## src/hw/rtl/tmss_pkg.sv

```systemverilog
// Shared types and codes for the TWI master/slave sequencer.
// No dependencies.
`default_nettype none
package tmss_pkg;
   localparam int BufferDepth = 32;

   localparam logic [2:0] MODE_LOAD  = 3'd0;
   localparam logic [2:0] MODE_WRITE = 3'd1;
   localparam logic [2:0] MODE_READ  = 3'd2;
   localparam logic [2:0] MODE_EVENT = 3'd3;
   localparam logic [2:0] MODE_POP   = 3'd4;

   localparam logic [2:0] ACT_NONE    = 3'd0;
   localparam logic [2:0] ACT_START   = 3'd1;
   localparam logic [2:0] ACT_ACK     = 3'd2;
   localparam logic [2:0] ACT_NACK    = 3'd3;
   localparam logic [2:0] ACT_STOP    = 3'd4;
   localparam logic [2:0] ACT_RELEASE = 3'd5;

   localparam logic [2:0] BM_READY = 3'd0;
   localparam logic [2:0] BM_MTX   = 3'd1;
   localparam logic [2:0] BM_MRX   = 3'd2;
   localparam logic [2:0] BM_STX   = 3'd3;
   localparam logic [2:0] BM_SRX   = 3'd4;

   localparam logic [2:0] WR_OK       = 3'd0;
   localparam logic [2:0] WR_TOO_LONG = 3'd1;
   localparam logic [2:0] WR_ADDR_NACK = 3'd2;
   localparam logic [2:0] WR_DATA_NACK = 3'd3;
   localparam logic [2:0] WR_OTHER    = 3'd4;

   localparam logic [7:0] NO_ERROR = 8'hFF;

   // bus status codes, prescaler bits masked
   localparam logic [7:0] EV_BUS_FAULT         = 8'h00;
   localparam logic [7:0] EV_START_DONE        = 8'h08;
   localparam logic [7:0] EV_RESTART_DONE      = 8'h10;
   localparam logic [7:0] EV_WADDR_ACKED       = 8'h18;
   localparam logic [7:0] EV_WADDR_REFUSED     = 8'h20;
   localparam logic [7:0] EV_WBYTE_ACKED       = 8'h28;
   localparam logic [7:0] EV_WBYTE_REFUSED     = 8'h30;
   localparam logic [7:0] EV_ARB_LOST          = 8'h38;
   localparam logic [7:0] EV_RADDR_ACKED       = 8'h40;
   localparam logic [7:0] EV_RADDR_REFUSED     = 8'h48;
   localparam logic [7:0] EV_RBYTE_ACKED       = 8'h50;
   localparam logic [7:0] EV_RBYTE_LAST        = 8'h58;
   localparam logic [7:0] EV_SR_ADDR           = 8'h60;
   localparam logic [7:0] EV_SR_ARB_ADDR       = 8'h68;
   localparam logic [7:0] EV_SR_BCAST          = 8'h70;
   localparam logic [7:0] EV_SR_ARB_BCAST      = 8'h78;
   localparam logic [7:0] EV_SR_BYTE           = 8'h80;
   localparam logic [7:0] EV_SR_BYTE_REFUSED   = 8'h88;
   localparam logic [7:0] EV_SR_BCAST_BYTE     = 8'h90;
   localparam logic [7:0] EV_SR_BCAST_REFUSED  = 8'h98;
   localparam logic [7:0] EV_SR_END            = 8'hA0;
   localparam logic [7:0] EV_ST_ADDR           = 8'hA8;
   localparam logic [7:0] EV_ST_ARB_ADDR       = 8'hB0;
   localparam logic [7:0] EV_ST_BYTE           = 8'hB8;
   localparam logic [7:0] EV_ST_BYTE_REFUSED   = 8'hC0;
   localparam logic [7:0] EV_ST_LAST_BYTE      = 8'hC8;

   typedef struct packed {
      logic [2:0] mode;
      logic [6:0] address;
      logic [5:0] length;
      logic [7:0] data_in;
      logic [7:0] status_code;
   } req_type;

   typedef struct packed {
      logic [2:0] action;
      logic [7:0] data_out;
      logic       data_out_valid;
      logic [7:0] rx_byte;
      logic [5:0] bytes_available;
      logic [2:0] bus_state;
      logic [2:0] write_result;
      logic       done_res;
      logic       receive_event;
      logic       transmit_event;
      logic       reject;
   } rsp_type;
endpackage
`default_nettype wire

```

## src/hw/rtl/twi_master_slave_sequencer_top.sv

```systemverilog
// Top level of the TWI master/slave sequencer: front queue plus execution back end.
// Response valid is registered: an accepted request beat is written into the queue,
// then executed into the response register. Throughput: one item per cycle;
// a stalled response lets the two-entry queue fill, then req_stall rises.
// Reset: synchronous, active high; bus ready, no error, buffers empty.
// Depends on tmss_pkg, tmss_front, tmss_back, tmss_ram.
`default_nettype none
module twi_master_slave_sequencer_top #(
   parameter int BufferDepth = tmss_pkg::BufferDepth
) (
   input  wire        clock,
   input  wire        reset,
   input  wire        req_valid,
   output logic       req_stall,
   input  wire [2:0]  req_mode,
   input  wire [6:0]  req_address,
   input  wire [5:0]  req_length,
   input  wire [7:0]  req_data_in,
   input  wire [7:0]  req_status_code,
   output logic       rsp_valid,
   input  wire        rsp_stall,
   output logic [2:0] rsp_action,
   output logic [7:0] rsp_data_out,
   output logic       rsp_data_out_valid,
   output logic [7:0] rsp_rx_byte,
   output logic [5:0] rsp_bytes_available,
   output logic [2:0] rsp_bus_state,
   output logic [2:0] rsp_write_result,
   output logic       rsp_done_res,
   output logic       rsp_receive_event,
   output logic       rsp_transmit_event,
   output logic       rsp_reject
);
   tmss_pkg::req_type in_item, q_item;
   tmss_pkg::rsp_type r;
   logic q_valid, q_pop;

   assign in_item = '{mode: req_mode, address: req_address, length: req_length,
                      data_in: req_data_in, status_code: req_status_code};

   tmss_front u_front (
      .clock(clock), .reset(reset), .in_valid(req_valid), .in_stall(req_stall),
      .in_item(in_item), .out_valid(q_valid), .out_pop(q_pop), .out_item(q_item));

   tmss_back #(.BufferDepth(BufferDepth)) u_back (
      .clock(clock), .reset(reset), .in_valid(q_valid), .in_pop(q_pop),
      .in_item(q_item), .out_valid(rsp_valid), .out_stall(rsp_stall), .out_item(r));

   assign rsp_action = r.action;
   assign rsp_data_out = r.data_out;
   assign rsp_data_out_valid = r.data_out_valid;
   assign rsp_rx_byte = r.rx_byte;
   assign rsp_bytes_available = r.bytes_available;
   assign rsp_bus_state = r.bus_state;
   assign rsp_write_result = r.write_result;
   assign rsp_done_res = r.done_res;
   assign rsp_receive_event = r.receive_event;
   assign rsp_transmit_event = r.transmit_event;
   assign rsp_reject = r.reject;
endmodule
`default_nettype wire

```

## src/hw/rtl/tmss_ram.sv

```systemverilog
// Generic single-write, single-read RAM with registered read data.
// No dependencies.
`default_nettype none
module tmss_ram #(
   parameter int Width = 8,
   parameter int Depth = 32,
   localparam int AW = (Depth > 1) ? $clog2(Depth) : 1
) (
   input  wire                     clock,
   input  wire                     wr_en,
   input  wire [AW-1:0]            wr_addr,
   input  wire [Width-1:0]         wr_data,
   input  wire                     rd_en,
   input  wire [AW-1:0]            rd_addr,
   output logic [Width-1:0]        rd_data
);
   logic [Width-1:0] mem_ff [Depth];

   always_ff @(posedge clock) begin
      if (wr_en) begin
         mem_ff[wr_addr] <= wr_data;
      end
      if (rd_en) begin
         rd_data <= mem_ff[rd_addr];
      end
   end
endmodule
`default_nettype wire

```

## src/hw/rtl/tmss_front.sv

```systemverilog
// Front end: queue of input beats toward the sequencer.
// Depends on tmss_pkg.
`default_nettype none
module tmss_front (
   input  wire                   clock,
   input  wire                   reset,
   input  wire                   in_valid,
   output logic                  in_stall,
   input  wire tmss_pkg::req_type in_item,
   output logic                  out_valid,
   input  wire                   out_pop,
   output tmss_pkg::req_type     out_item
);
   // two-entry queue
   tmss_pkg::req_type q_ff [2];
   logic [1:0] cnt_ff, cnt_in;
   logic       rp_ff, rp_in, wp_ff, wp_in;
   logic       push, pop;

   assign in_stall  = (cnt_ff == 2'd2);
   assign push      = in_valid && !in_stall;
   assign pop       = out_pop && (cnt_ff != 2'd0);
   assign out_valid = (cnt_ff != 2'd0);
   assign out_item  = q_ff[rp_ff];

   always_comb begin
      cnt_in = cnt_ff + {1'b0, push} - {1'b0, pop};
      rp_in  = rp_ff ^ pop;
      wp_in  = wp_ff ^ push;
   end

   always_ff @(posedge clock) begin
      if (reset) begin
         cnt_ff <= 2'd0;
         rp_ff  <= 1'b0;
         wp_ff  <= 1'b0;
      end else begin
         cnt_ff <= cnt_in;
         rp_ff  <= rp_in;
         wp_ff  <= wp_in;
      end
      if (push) begin
         q_ff[wp_ff] <= in_item;
      end
   end

`ifndef NO_ASSERTIONS
   a_cnt_range: assert property (@(posedge clock) disable iff (reset) cnt_ff != 2'd3)
      else $error("queue count out of range");
   a_no_pop_empty: assert property (@(posedge clock) disable iff (reset)
      (cnt_ff == 2'd0) |-> !out_valid) else $error("valid while empty");
   a_full_stall: assert property (@(posedge clock) disable iff (reset)
      (cnt_ff == 2'd2 && !pop) |=> cnt_ff == 2'd2) else $error("full queue lost entry");
`endif
endmodule
`default_nettype wire

```

## src/hw/rtl/tmss_back.sv

```systemverilog
// Back end: executes queued items against the bus state, buffers and RAMs.
// Depends on tmss_pkg and tmss_ram.
`default_nettype none
module tmss_back #(
   parameter int BufferDepth = tmss_pkg::BufferDepth
) (
   input  wire                    clock,
   input  wire                    reset,
   input  wire                    in_valid,
   output logic                   in_pop,
   input  wire tmss_pkg::req_type in_item,
   output logic                   out_valid,
   input  wire                    out_stall,
   output tmss_pkg::rsp_type      out_item
);
   localparam int AW = (BufferDepth > 1) ? $clog2(BufferDepth) : 1;
   localparam logic [8:0] DEPTH = 9'(BufferDepth);

   logic [2:0] bus_mode_ff, bus_mode_in;
   logic [7:0] last_error_ff, last_error_in;
   logic [7:0] arw_ff, arw_in;
   logic [8:0] tx_count_ff, tx_count_in, tx_pos_ff, tx_pos_in;
   logic [8:0] rx_exp_ff, rx_exp_in, rx_fill_ff, rx_fill_in, rx_rp_ff, rx_rp_in;
   logic       busy_ff, busy_in;

   // response register; tx/rx bytes come from the RAM read registers, loaded at the same edge
   logic              rv_ff;
   tmss_pkg::rsp_type r_ff, r_in;
   logic              tx_sel_ff, tx_sel_in, rx_sel_ff, rx_sel_in;
   logic              tx_rd_ok_ff, tx_rd_ok_in;

   logic            tx_we, rx_we, tx_re, rx_re;
   logic [AW-1:0]   tx_wa, rx_wa, tx_ra, rx_ra;
   logic [7:0]      tx_wd, rx_wd, tx_rd, rx_rd;
   logic            go;

   tmss_ram #(.Width(8), .Depth(BufferDepth)) u_tx (
      .clock(clock), .wr_en(tx_we), .wr_addr(tx_wa), .wr_data(tx_wd),
      .rd_en(tx_re), .rd_addr(tx_ra), .rd_data(tx_rd));
   tmss_ram #(.Width(8), .Depth(BufferDepth)) u_rx (
      .clock(clock), .wr_en(rx_we), .wr_addr(rx_wa), .wr_data(rx_wd),
      .rd_en(rx_re), .rd_addr(rx_ra), .rd_data(rx_rd));

   assign go     = in_valid && (!rv_ff || !out_stall);
   assign in_pop = go;
   assign out_valid = rv_ff;

   always_comb begin
      out_item = r_ff;
      if (tx_sel_ff) out_item.data_out = tx_rd_ok_ff ? tx_rd : 8'h00;
      if (rx_sel_ff) out_item.rx_byte = rx_rd;
   end

   always_comb begin
      logic stopping, finish;
      logic [7:0] code;
      logic [8:0] fill_put;
      logic [8:0] st_cnt, st_pos;
      bus_mode_in = bus_mode_ff; last_error_in = last_error_ff; arw_in = arw_ff;
      tx_count_in = tx_count_ff; tx_pos_in = tx_pos_ff; rx_exp_in = rx_exp_ff;
      rx_fill_in = rx_fill_ff; rx_rp_in = rx_rp_ff; busy_in = busy_ff;
      r_in = '0; tx_sel_in = 1'b0; rx_sel_in = 1'b0; tx_rd_ok_in = 1'b0;
      tx_we = 1'b0; rx_we = 1'b0; tx_re = 1'b0; rx_re = 1'b0;
      tx_wa = tx_count_ff[AW-1:0]; tx_wd = in_item.data_in;
      rx_wa = rx_fill_ff[AW-1:0]; rx_wd = in_item.data_in;
      tx_ra = tx_pos_ff[AW-1:0]; rx_ra = rx_rp_ff[AW-1:0];
      stopping = 1'b0; finish = 1'b0;
      code = in_item.status_code;
      fill_put = rx_fill_ff;
      st_cnt = tx_count_ff; st_pos = tx_pos_ff;
      r_in.action = tmss_pkg::ACT_NONE;
      unique case (in_item.mode)
         tmss_pkg::MODE_LOAD: begin
            if (busy_ff || (bus_mode_ff != tmss_pkg::BM_READY &&
                bus_mode_ff != tmss_pkg::BM_STX) || tx_count_ff >= DEPTH) begin
               r_in.reject = 1'b1;
            end else begin
               tx_we = 1'b1;
               tx_count_in = tx_count_ff + 9'd1;
               tx_pos_in = 9'd0;
            end
         end
         tmss_pkg::MODE_WRITE, tmss_pkg::MODE_READ: begin
            if ({3'd0, in_item.length} > DEPTH) begin
               r_in.reject = 1'b1; r_in.write_result = tmss_pkg::WR_TOO_LONG;
            end else if (busy_ff || bus_mode_ff != tmss_pkg::BM_READY) begin
               r_in.reject = 1'b1; r_in.write_result = tmss_pkg::WR_OTHER;
            end else begin
               last_error_in = tmss_pkg::NO_ERROR;
               if (in_item.mode == tmss_pkg::MODE_WRITE) begin
                  tx_pos_in = 9'd0; tx_count_in = {3'd0, in_item.length};
                  arw_in = {in_item.address, 1'b0};
               end else begin
                  rx_fill_in = 9'd0; rx_rp_in = 9'd0;
                  rx_exp_in = {3'd0, in_item.length};
                  arw_in = {in_item.address, 1'b1};
               end
               busy_in = 1'b1;
               r_in.action = tmss_pkg::ACT_START;
            end
         end
         tmss_pkg::MODE_EVENT: begin
            unique case (code)
               tmss_pkg::EV_START_DONE, tmss_pkg::EV_RESTART_DONE: begin
                  r_in.data_out = arw_ff; r_in.data_out_valid = 1'b1;
                  r_in.action = tmss_pkg::ACT_ACK;
               end
               tmss_pkg::EV_WADDR_ACKED, tmss_pkg::EV_WBYTE_ACKED: begin
                  if (code == tmss_pkg::EV_WADDR_ACKED) bus_mode_in = tmss_pkg::BM_MTX;
                  if (tx_pos_ff < tx_count_ff) begin
                     tx_re = 1'b1; tx_sel_in = 1'b1;
                     tx_rd_ok_in = tx_pos_ff < DEPTH;
                     r_in.data_out_valid = 1'b1;
                     tx_pos_in = tx_pos_ff + 9'd1;
                     r_in.action = tmss_pkg::ACT_ACK;
                  end else begin
                     r_in.action = tmss_pkg::ACT_STOP; stopping = 1'b1;
                  end
               end
               tmss_pkg::EV_WADDR_REFUSED, tmss_pkg::EV_WBYTE_REFUSED: begin
                  last_error_in = code; r_in.action = tmss_pkg::ACT_STOP;
                  stopping = 1'b1;
               end
               tmss_pkg::EV_ARB_LOST: begin
                  last_error_in = code; r_in.action = tmss_pkg::ACT_RELEASE;
                  stopping = 1'b1;
               end
               tmss_pkg::EV_RADDR_ACKED, tmss_pkg::EV_RBYTE_ACKED: begin
                  if (code == tmss_pkg::EV_RADDR_ACKED) bus_mode_in = tmss_pkg::BM_MRX;
                  else if (rx_fill_ff < DEPTH) begin
                     rx_we = 1'b1; fill_put = rx_fill_ff + 9'd1;
                  end
                  rx_fill_in = fill_put;
                  r_in.action = (fill_put + 9'd1 < rx_exp_ff) ?
                                tmss_pkg::ACT_ACK : tmss_pkg::ACT_NACK;
               end
               tmss_pkg::EV_RBYTE_LAST, tmss_pkg::EV_RADDR_REFUSED: begin
                  if (code == tmss_pkg::EV_RBYTE_LAST && rx_fill_ff < DEPTH) begin
                     rx_we = 1'b1; rx_fill_in = rx_fill_ff + 9'd1;
                  end
                  r_in.action = tmss_pkg::ACT_STOP; stopping = 1'b1;
               end
               tmss_pkg::EV_SR_ADDR, tmss_pkg::EV_SR_ARB_ADDR, tmss_pkg::EV_SR_BCAST,
               tmss_pkg::EV_SR_ARB_BCAST: begin
                  if ((code == tmss_pkg::EV_SR_ARB_ADDR ||
                       code == tmss_pkg::EV_SR_ARB_BCAST) && busy_ff) begin
                     last_error_in = tmss_pkg::EV_ARB_LOST; finish = 1'b1;
                  end
                  bus_mode_in = tmss_pkg::BM_SRX;
                  rx_fill_in = 9'd0; rx_rp_in = 9'd0;
                  r_in.action = tmss_pkg::ACT_ACK;
               end
               tmss_pkg::EV_SR_BYTE, tmss_pkg::EV_SR_BCAST_BYTE: begin
                  if (rx_fill_ff < DEPTH) begin
                     rx_we = 1'b1; rx_fill_in = rx_fill_ff + 9'd1;
                     r_in.action = tmss_pkg::ACT_ACK;
                  end else r_in.action = tmss_pkg::ACT_NACK;
               end
               tmss_pkg::EV_SR_END: begin
                  r_in.receive_event = 1'b1; r_in.action = tmss_pkg::ACT_RELEASE;
                  stopping = 1'b1;
               end
               tmss_pkg::EV_SR_BYTE_REFUSED, tmss_pkg::EV_SR_BCAST_REFUSED:
                  r_in.action = tmss_pkg::ACT_NACK;
               tmss_pkg::EV_ST_ADDR, tmss_pkg::EV_ST_ARB_ADDR, tmss_pkg::EV_ST_BYTE: begin
                  if (code == tmss_pkg::EV_ST_ARB_ADDR && busy_ff) begin
                     last_error_in = tmss_pkg::EV_ARB_LOST; finish = 1'b1;
                  end
                  if (code != tmss_pkg::EV_ST_BYTE) bus_mode_in = tmss_pkg::BM_STX;
                  // a master write lost here drops its tx bytes before the slave reads
                  if (finish && !arw_ff[0]) begin
                     st_cnt = 9'd0; st_pos = 9'd0;
                  end
                  r_in.transmit_event = 1'b1; r_in.data_out_valid = 1'b1;
                  if (st_pos < st_cnt) begin
                     tx_re = 1'b1; tx_sel_in = 1'b1;
                     tx_rd_ok_in = st_pos < DEPTH;
                     tx_pos_in = st_pos + 9'd1;
                  end
                  r_in.action = (tx_pos_in < st_cnt) ?
                                tmss_pkg::ACT_ACK : tmss_pkg::ACT_NACK;
               end
               tmss_pkg::EV_ST_BYTE_REFUSED, tmss_pkg::EV_ST_LAST_BYTE: begin
                  r_in.action = tmss_pkg::ACT_ACK; bus_mode_in = tmss_pkg::BM_READY;
                  tx_count_in = 9'd0; tx_pos_in = 9'd0;
               end
               tmss_pkg::EV_BUS_FAULT: begin
                  last_error_in = tmss_pkg::EV_BUS_FAULT; r_in.action = tmss_pkg::ACT_STOP;
                  stopping = 1'b1;
               end
               default: ;
            endcase
            if (stopping) begin
               bus_mode_in = tmss_pkg::BM_READY;
               finish = busy_ff;
            end
            // end the master transfer; a write reports its result and drops tx
            if (finish) begin
               busy_in = 1'b0; r_in.done_res = 1'b1;
               if (!arw_ff[0]) begin
                  tx_count_in = 9'd0; tx_pos_in = 9'd0;
                  if (last_error_in == tmss_pkg::NO_ERROR)
                     r_in.write_result = tmss_pkg::WR_OK;
                  else if (last_error_in == tmss_pkg::EV_WADDR_REFUSED)
                     r_in.write_result = tmss_pkg::WR_ADDR_NACK;
                  else if (last_error_in == tmss_pkg::EV_WBYTE_REFUSED)
                     r_in.write_result = tmss_pkg::WR_DATA_NACK;
                  else r_in.write_result = tmss_pkg::WR_OTHER;
               end
            end
         end
         tmss_pkg::MODE_POP: begin
            if (rx_rp_ff < rx_fill_ff && rx_rp_ff < DEPTH) begin
               rx_re = 1'b1; rx_sel_in = 1'b1;
               rx_rp_in = rx_rp_ff + 9'd1;
            end
         end
         default: ;
      endcase
      r_in.bytes_available = (rx_fill_in >= rx_rp_in) ? 6'(rx_fill_in - rx_rp_in) : 6'd0;
      r_in.bus_state = bus_mode_in;
      if (!go) begin
         tx_we = 1'b0; rx_we = 1'b0; tx_re = 1'b0; rx_re = 1'b0;
      end
   end

   always_ff @(posedge clock) begin
      if (reset) begin
         bus_mode_ff <= tmss_pkg::BM_READY; last_error_ff <= tmss_pkg::NO_ERROR;
         arw_ff <= 8'd0; tx_count_ff <= 9'd0; tx_pos_ff <= 9'd0;
         rx_exp_ff <= 9'd0; rx_fill_ff <= 9'd0; rx_rp_ff <= 9'd0;
         busy_ff <= 1'b0; rv_ff <= 1'b0;
      end else begin
         if (go) begin
            bus_mode_ff <= bus_mode_in; last_error_ff <= last_error_in;
            arw_ff <= arw_in; tx_count_ff <= tx_count_in; tx_pos_ff <= tx_pos_in;
            rx_exp_ff <= rx_exp_in; rx_fill_ff <= rx_fill_in; rx_rp_ff <= rx_rp_in;
            busy_ff <= busy_in;
            rv_ff <= 1'b1;
         end else if (!out_stall) begin
            rv_ff <= 1'b0;
         end
      end
      if (go) begin
         r_ff <= r_in; tx_sel_ff <= tx_sel_in; rx_sel_ff <= rx_sel_in;
         tx_rd_ok_ff <= tx_rd_ok_in;
      end
   end

`ifndef NO_ASSERTIONS
   a_fill_bound: assert property (@(posedge clock) disable iff (reset)
      rx_fill_ff <= DEPTH) else $error("rx fill past depth");
   a_read_bound: assert property (@(posedge clock) disable iff (reset)
      rx_rp_ff <= rx_fill_ff || rx_rp_ff == 9'd0) else $error("rx read past fill");
   a_hold: assert property (@(posedge clock) disable iff (reset)
      (rv_ff && out_stall) |=> rv_ff && $stable(r_ff)) else $error("result lost");
   a_start_busy: assert property (@(posedge clock) disable iff (reset)
      (go && r_in.action == tmss_pkg::ACT_START) |=> busy_ff)
      else $error("start without busy");
`endif
endmodule
`default_nettype wire
```

## config.mk

```make
export PLATFORM = sky130hd
export DESIGN_NAME = twi_master_slave_sequencer_top
export DESIGN_NICKNAME = d
export VERILOG_FILES = /design/src/hw/rtl/tmss_pkg.sv /design/src/hw/rtl/twi_master_slave_sequencer_top.sv /design/src/hw/rtl/tmss_ram.sv /design/src/hw/rtl/tmss_front.sv /design/src/hw/rtl/tmss_back.sv
export SDC_FILE = /design/constraint.sdc
export NUM_CORES = 1
export LEC_CHECK = 0
export ABC_AREA = 0
export BUFFER_PORTS_ARGS = -buffer_cell sky130_fd_sc_hd__clkbuf_2
export CAP_MARGIN = 25
export CELL_PAD_IN_SITES_DETAIL_PLACEMENT = 0
export CELL_PAD_IN_SITES_GLOBAL_PLACEMENT = 1
export CORE_AREA = 5 5 323 389
export DETAILED_ROUTE_END_ITERATION = 12
export DIE_AREA = 0 0 328 394
export PLACE_DENSITY_LB_ADDON = 0.1
export SLEW_MARGIN = 20
export SYNTH_ARGS = -nofsm -noshare
export SYNTH_HDL_FRONTEND = slang
export SYNTH_SLANG_ARGS = --single-unit
```

## constraint.sdc

```tcl
create_clock -name clock -period 16.52 [get_ports clock]
set_input_delay 2.478 -clock clock [delete_from_list [all_inputs] [get_ports clock]]
set_output_delay 2.478 -clock clock [all_outputs]
set_load 0.02 [all_outputs]
```

==> results.py <==
metrics = {
    "cts": {
        "numCtsBuffers": 78,
        "cts_tree": "done",
        "cts_hold_buf": 0,
        "clockBufferDepth": 3,
        "clk_latency_ps": 640,
        "cts.clk_slew.worst_paths_ps": 60,
        "cts_resized": 0,
        "clock_sinks": 690,
        "cts_post_setup_buffers_inserted": 0,
        "h-tree-depth": 3,
        "root_buffer": "clkbuf_16",
    },
    "logic_synthesis": {
        "synthMuxAreaShare_pct": 14.0,
        "synth_top_family_by_area": "multiplexers",
        "synth_nets": 1996,
        "yosys.area_share.simple_pct": 7.81,
        "synth_edf_count": 623,
        "synth-seq-area-share_pct": 66.6,
        "synth.cell_area_um2": 30100,
        "async_flop_share_pct": 0,
        "ys_warn_count": 0,
        "synth-main-ff-cell": "edfxtp_1",
        "synthCells": 1898,
        "synth_fa_ha_area_share_pct": 2.60,
        "ys_types": 89,
        "syn_area_per_cell_um2": 15.9,
        "ys_ff_latch": 690,
        "synth-compound-area-share_pct": 6.29,
        "synth_xor_area_share_pct": 0.611,
    },
    "flow_run": {
        "drv_cap": 0,
    },
    "global_routing": {
        "antenna_found_initial": 3,
        "first_global_vias": 18000,
        "grt_pass1_wl_mm": 132,
        "grt_max_degree": 65,
        "grt_usage_pct": 13.9,
        "grt-ovfl-total": 0,
    },
    "die": {
        "die_w_um": 328,
        "start_util_pct": 24.7,
        "core-area_um2": 122000,
        "dieArea_um2": 129000,
        "num_io_pins": 74,
        "placementRows": 141,
        "die_y_um": 394,
    },
    "worst_setup_path": {
        "cp_max_fo": 27,
        "critPathRequiredTime_ps": 16890,
        "cp.arrival_ps": 6860,
        "start_kind": "flip-flop",
        "end_kind": "flip-flop",
        "path_class": "reg -> reg",
    },
    "timing": {
        "hold_viol_final": 0,
        "fmax_mhz": 154,
        "finalMaxSlewViolations": 0,
        "setup-tns-final_ps": 0,
        "relSlewSlack_pct": 29.3,
        "layout_worst_path_cycle_share_pct": 39.3,
        "setup_viol": 0,
        "min_period_ps": 6490,
        "tightest_slew_ps": 1050,
        "clock_skew_ps": 22.3,
        "rsz0062_at_grt": "no",
        "timing.hold.ws_ps": 461,
    },
    "power_and_ir_drop": {
        "p_leak_nw": 11.0,
        "vdd_drop_max_mv": 0.0816,
        "cellPowerDensity_nw_per_um2": 139,
    },
    "final_layout": {
        "num-fill-cells": 12200,
        "utilization_pct": 28.6,
        "design.final.nets": 2082,
        "area_delta_synth_final_pct": 15.8,
        "final_layout_size_suffix_gt1_share_pct": 21.9,
        "antenna_cells": 0,
        "instances_no_fill": 3689,
    },
    "placed_design": {
        "io_buffer_count": 73,
        "dp.cells": 3547,
        "dp_hpwl_mm": 60.6,
        "gp_congestion": 0.789,
    },
    "detailed_routing": {
        "wire_per_inst_um": 24.7,
        "drcViolationCount": 0,
        "ant_nets": 0,
        "drt_iter0_drc": 1402,
        "routed_wl_mm": 91.1,
        "viasPerCell": 4.66,
        "firstDrtPassIters": 5,
        "vias": 17200,
    },
    "worst_hold_path": {
        "hold_class": "reg -> reg",
    },
    "run_status": {
        "status": "finished, final reports clean",
    },
}
==> layer usage <==
layer | part of all wire (%) | global-route usage, % | vias up
met2 | 50 | 23.6 | 345
met3 | 4.0 | 2.32 | 107
met1 | 44 | 18.5 | 9053
met5 | 0 | 0 | -
li1 | - | - | 7678
met4 | 2.4 | 3.94 | 0
==> worst paths after layout <==
check        slack, ps                                  from                                   end  cells past startpoint
max              10030              u_front.rp_ff$_SDFF_PP0_         u_back.out_item[33]$_DFFE_PP_                     21
min                460  u_back.last_error_ff[6]$_SDFFE_PP1P_  u_back.last_error_ff[6]$_SDFFE_PP1P_                      2
max reg2reg      10030              u_front.rp_ff$_SDFF_PP0_         u_back.out_item[33]$_DFFE_PP_                     21
min reg2reg        460  u_back.last_error_ff[6]$_SDFFE_PP1P_  u_back.last_error_ff[6]$_SDFFE_PP1P_                      2
==> layout by cell type (no fill, tap or decap), types with 15 or more instances in the layout <==
cell type  instances
ha_1              59
nand3_1           38
clkinv_1          15
and2_1            40
mux2_2            34
xnor2_1           17
nand2_1          117
nor3_1            26
mux4_2           160
a21oi_1           66
clkbuf_2          73
edfxtp_1         623
nor2_1           166
inv_1             48
a211oi_1          15
buf_4             27
clkbuf_16         80
dfxtp_1           61
clkbuf_1          17
a21o_1            16
mux2i_1           20
o21ai_0           46
==> per-stage QoR <==
| step | cell area (um^2) | setup WS, ps | power, mW |
|---|---|---|---|
| 3_5_place_dp | 32400 | 9990 | 3.20 |
| 2_1_floorplan | 30100 | 11250 | 2.81 |
| 4_1_cts | 34900 | 9980 | 4.96 |
| 5_1_grt | 34900 | 9460 | 5.10 |
| 6_report | 34900 | 10030 | 4.86 |
| 3_3_place_gp | 32300 | 9950 | 3.20 |
==> critical path, stage by stage (launching register included) <==
cell and delay (ps):
dfxtp_2 650, nor4bb_1 510, o22ai_1 340, or3_1 740
and2_1 330, ha_1 300, a21o_1 180, or2_2 270
o221a_2 300, a21oi_4 430, and2_1 400, a22oi_1 150
inv_1 110, ha_1 230, nand3_1 100, nor2_1 50
a2111oi_0 400, o21bai_1 130, a21oi_1 230, o21ai_0 110
a21oi_1 130, o211ai_1 90
==> sequential cells by signal, indices dropped and copies added, names as in the netlist, 8 cells and up <==
register	count
u_back.u_tx.mem_ff	256
u_back.last_error_ff	8
u_front.q_ff	64
u_back.rx_fill_ff	9
u_back.tx_count_ff	9
u_back.u_rx.mem_ff	256
u_back.r_ff	8
u_back.out_item	20
u_back.rx_rp_ff	9
u_back.tx_pos_ff	9
u_back.arw_ff	8
u_back.u_rx.rd_data	8
u_back.u_tx.rd_data	8
==> cells by family after synthesis <==
group / after synthesis
buffers and inverters: 149
muxes: 216
DFF: 690
xor gates and xnor gates: 21
and+or+nand+nor: 484
adders and majority gates: 62
AOI/OAI and AO/OA: 276
==> synth_stat cells, types with 38 or more instances <==
library cell	number	area (um^2)
nand2_1	117	439
edfxtp_1	623	18700
and2_1	40	250
mux4_2	160	3600
o21ai_0	46	230
inv_1	48	180
clkbuf_1	60	225
dfxtp_1	67	1340
nor2_1	167	627
ha_1	61	763
nand3_1	38	190
a21oi_1	66	330
==> report_power, final <==
group	switching, mW	leakage (nW)	internal (mW)
combinational	0.648	3.58	0.306
sequential	0.0699	6.19	2.11
clock	0.724	1.21	1.00
==> layout make-up <==
cell class / count / area [um^2] / area share (%)
flip-flops and latches: 690 / 20100 / 57.5
clock inverters: 44 / 433 / 1.24
inverters: 52 / 195 / 0.560
multi-input cells: 1059 / 9440 / 27.1
clock buffers: 97 / 2070 / 5.92
repair buffers: 103 / 628 / 1.80
well taps: 1644 / 2060 / 5.90
Note: power is estimated with default switching activity, not from simulation.
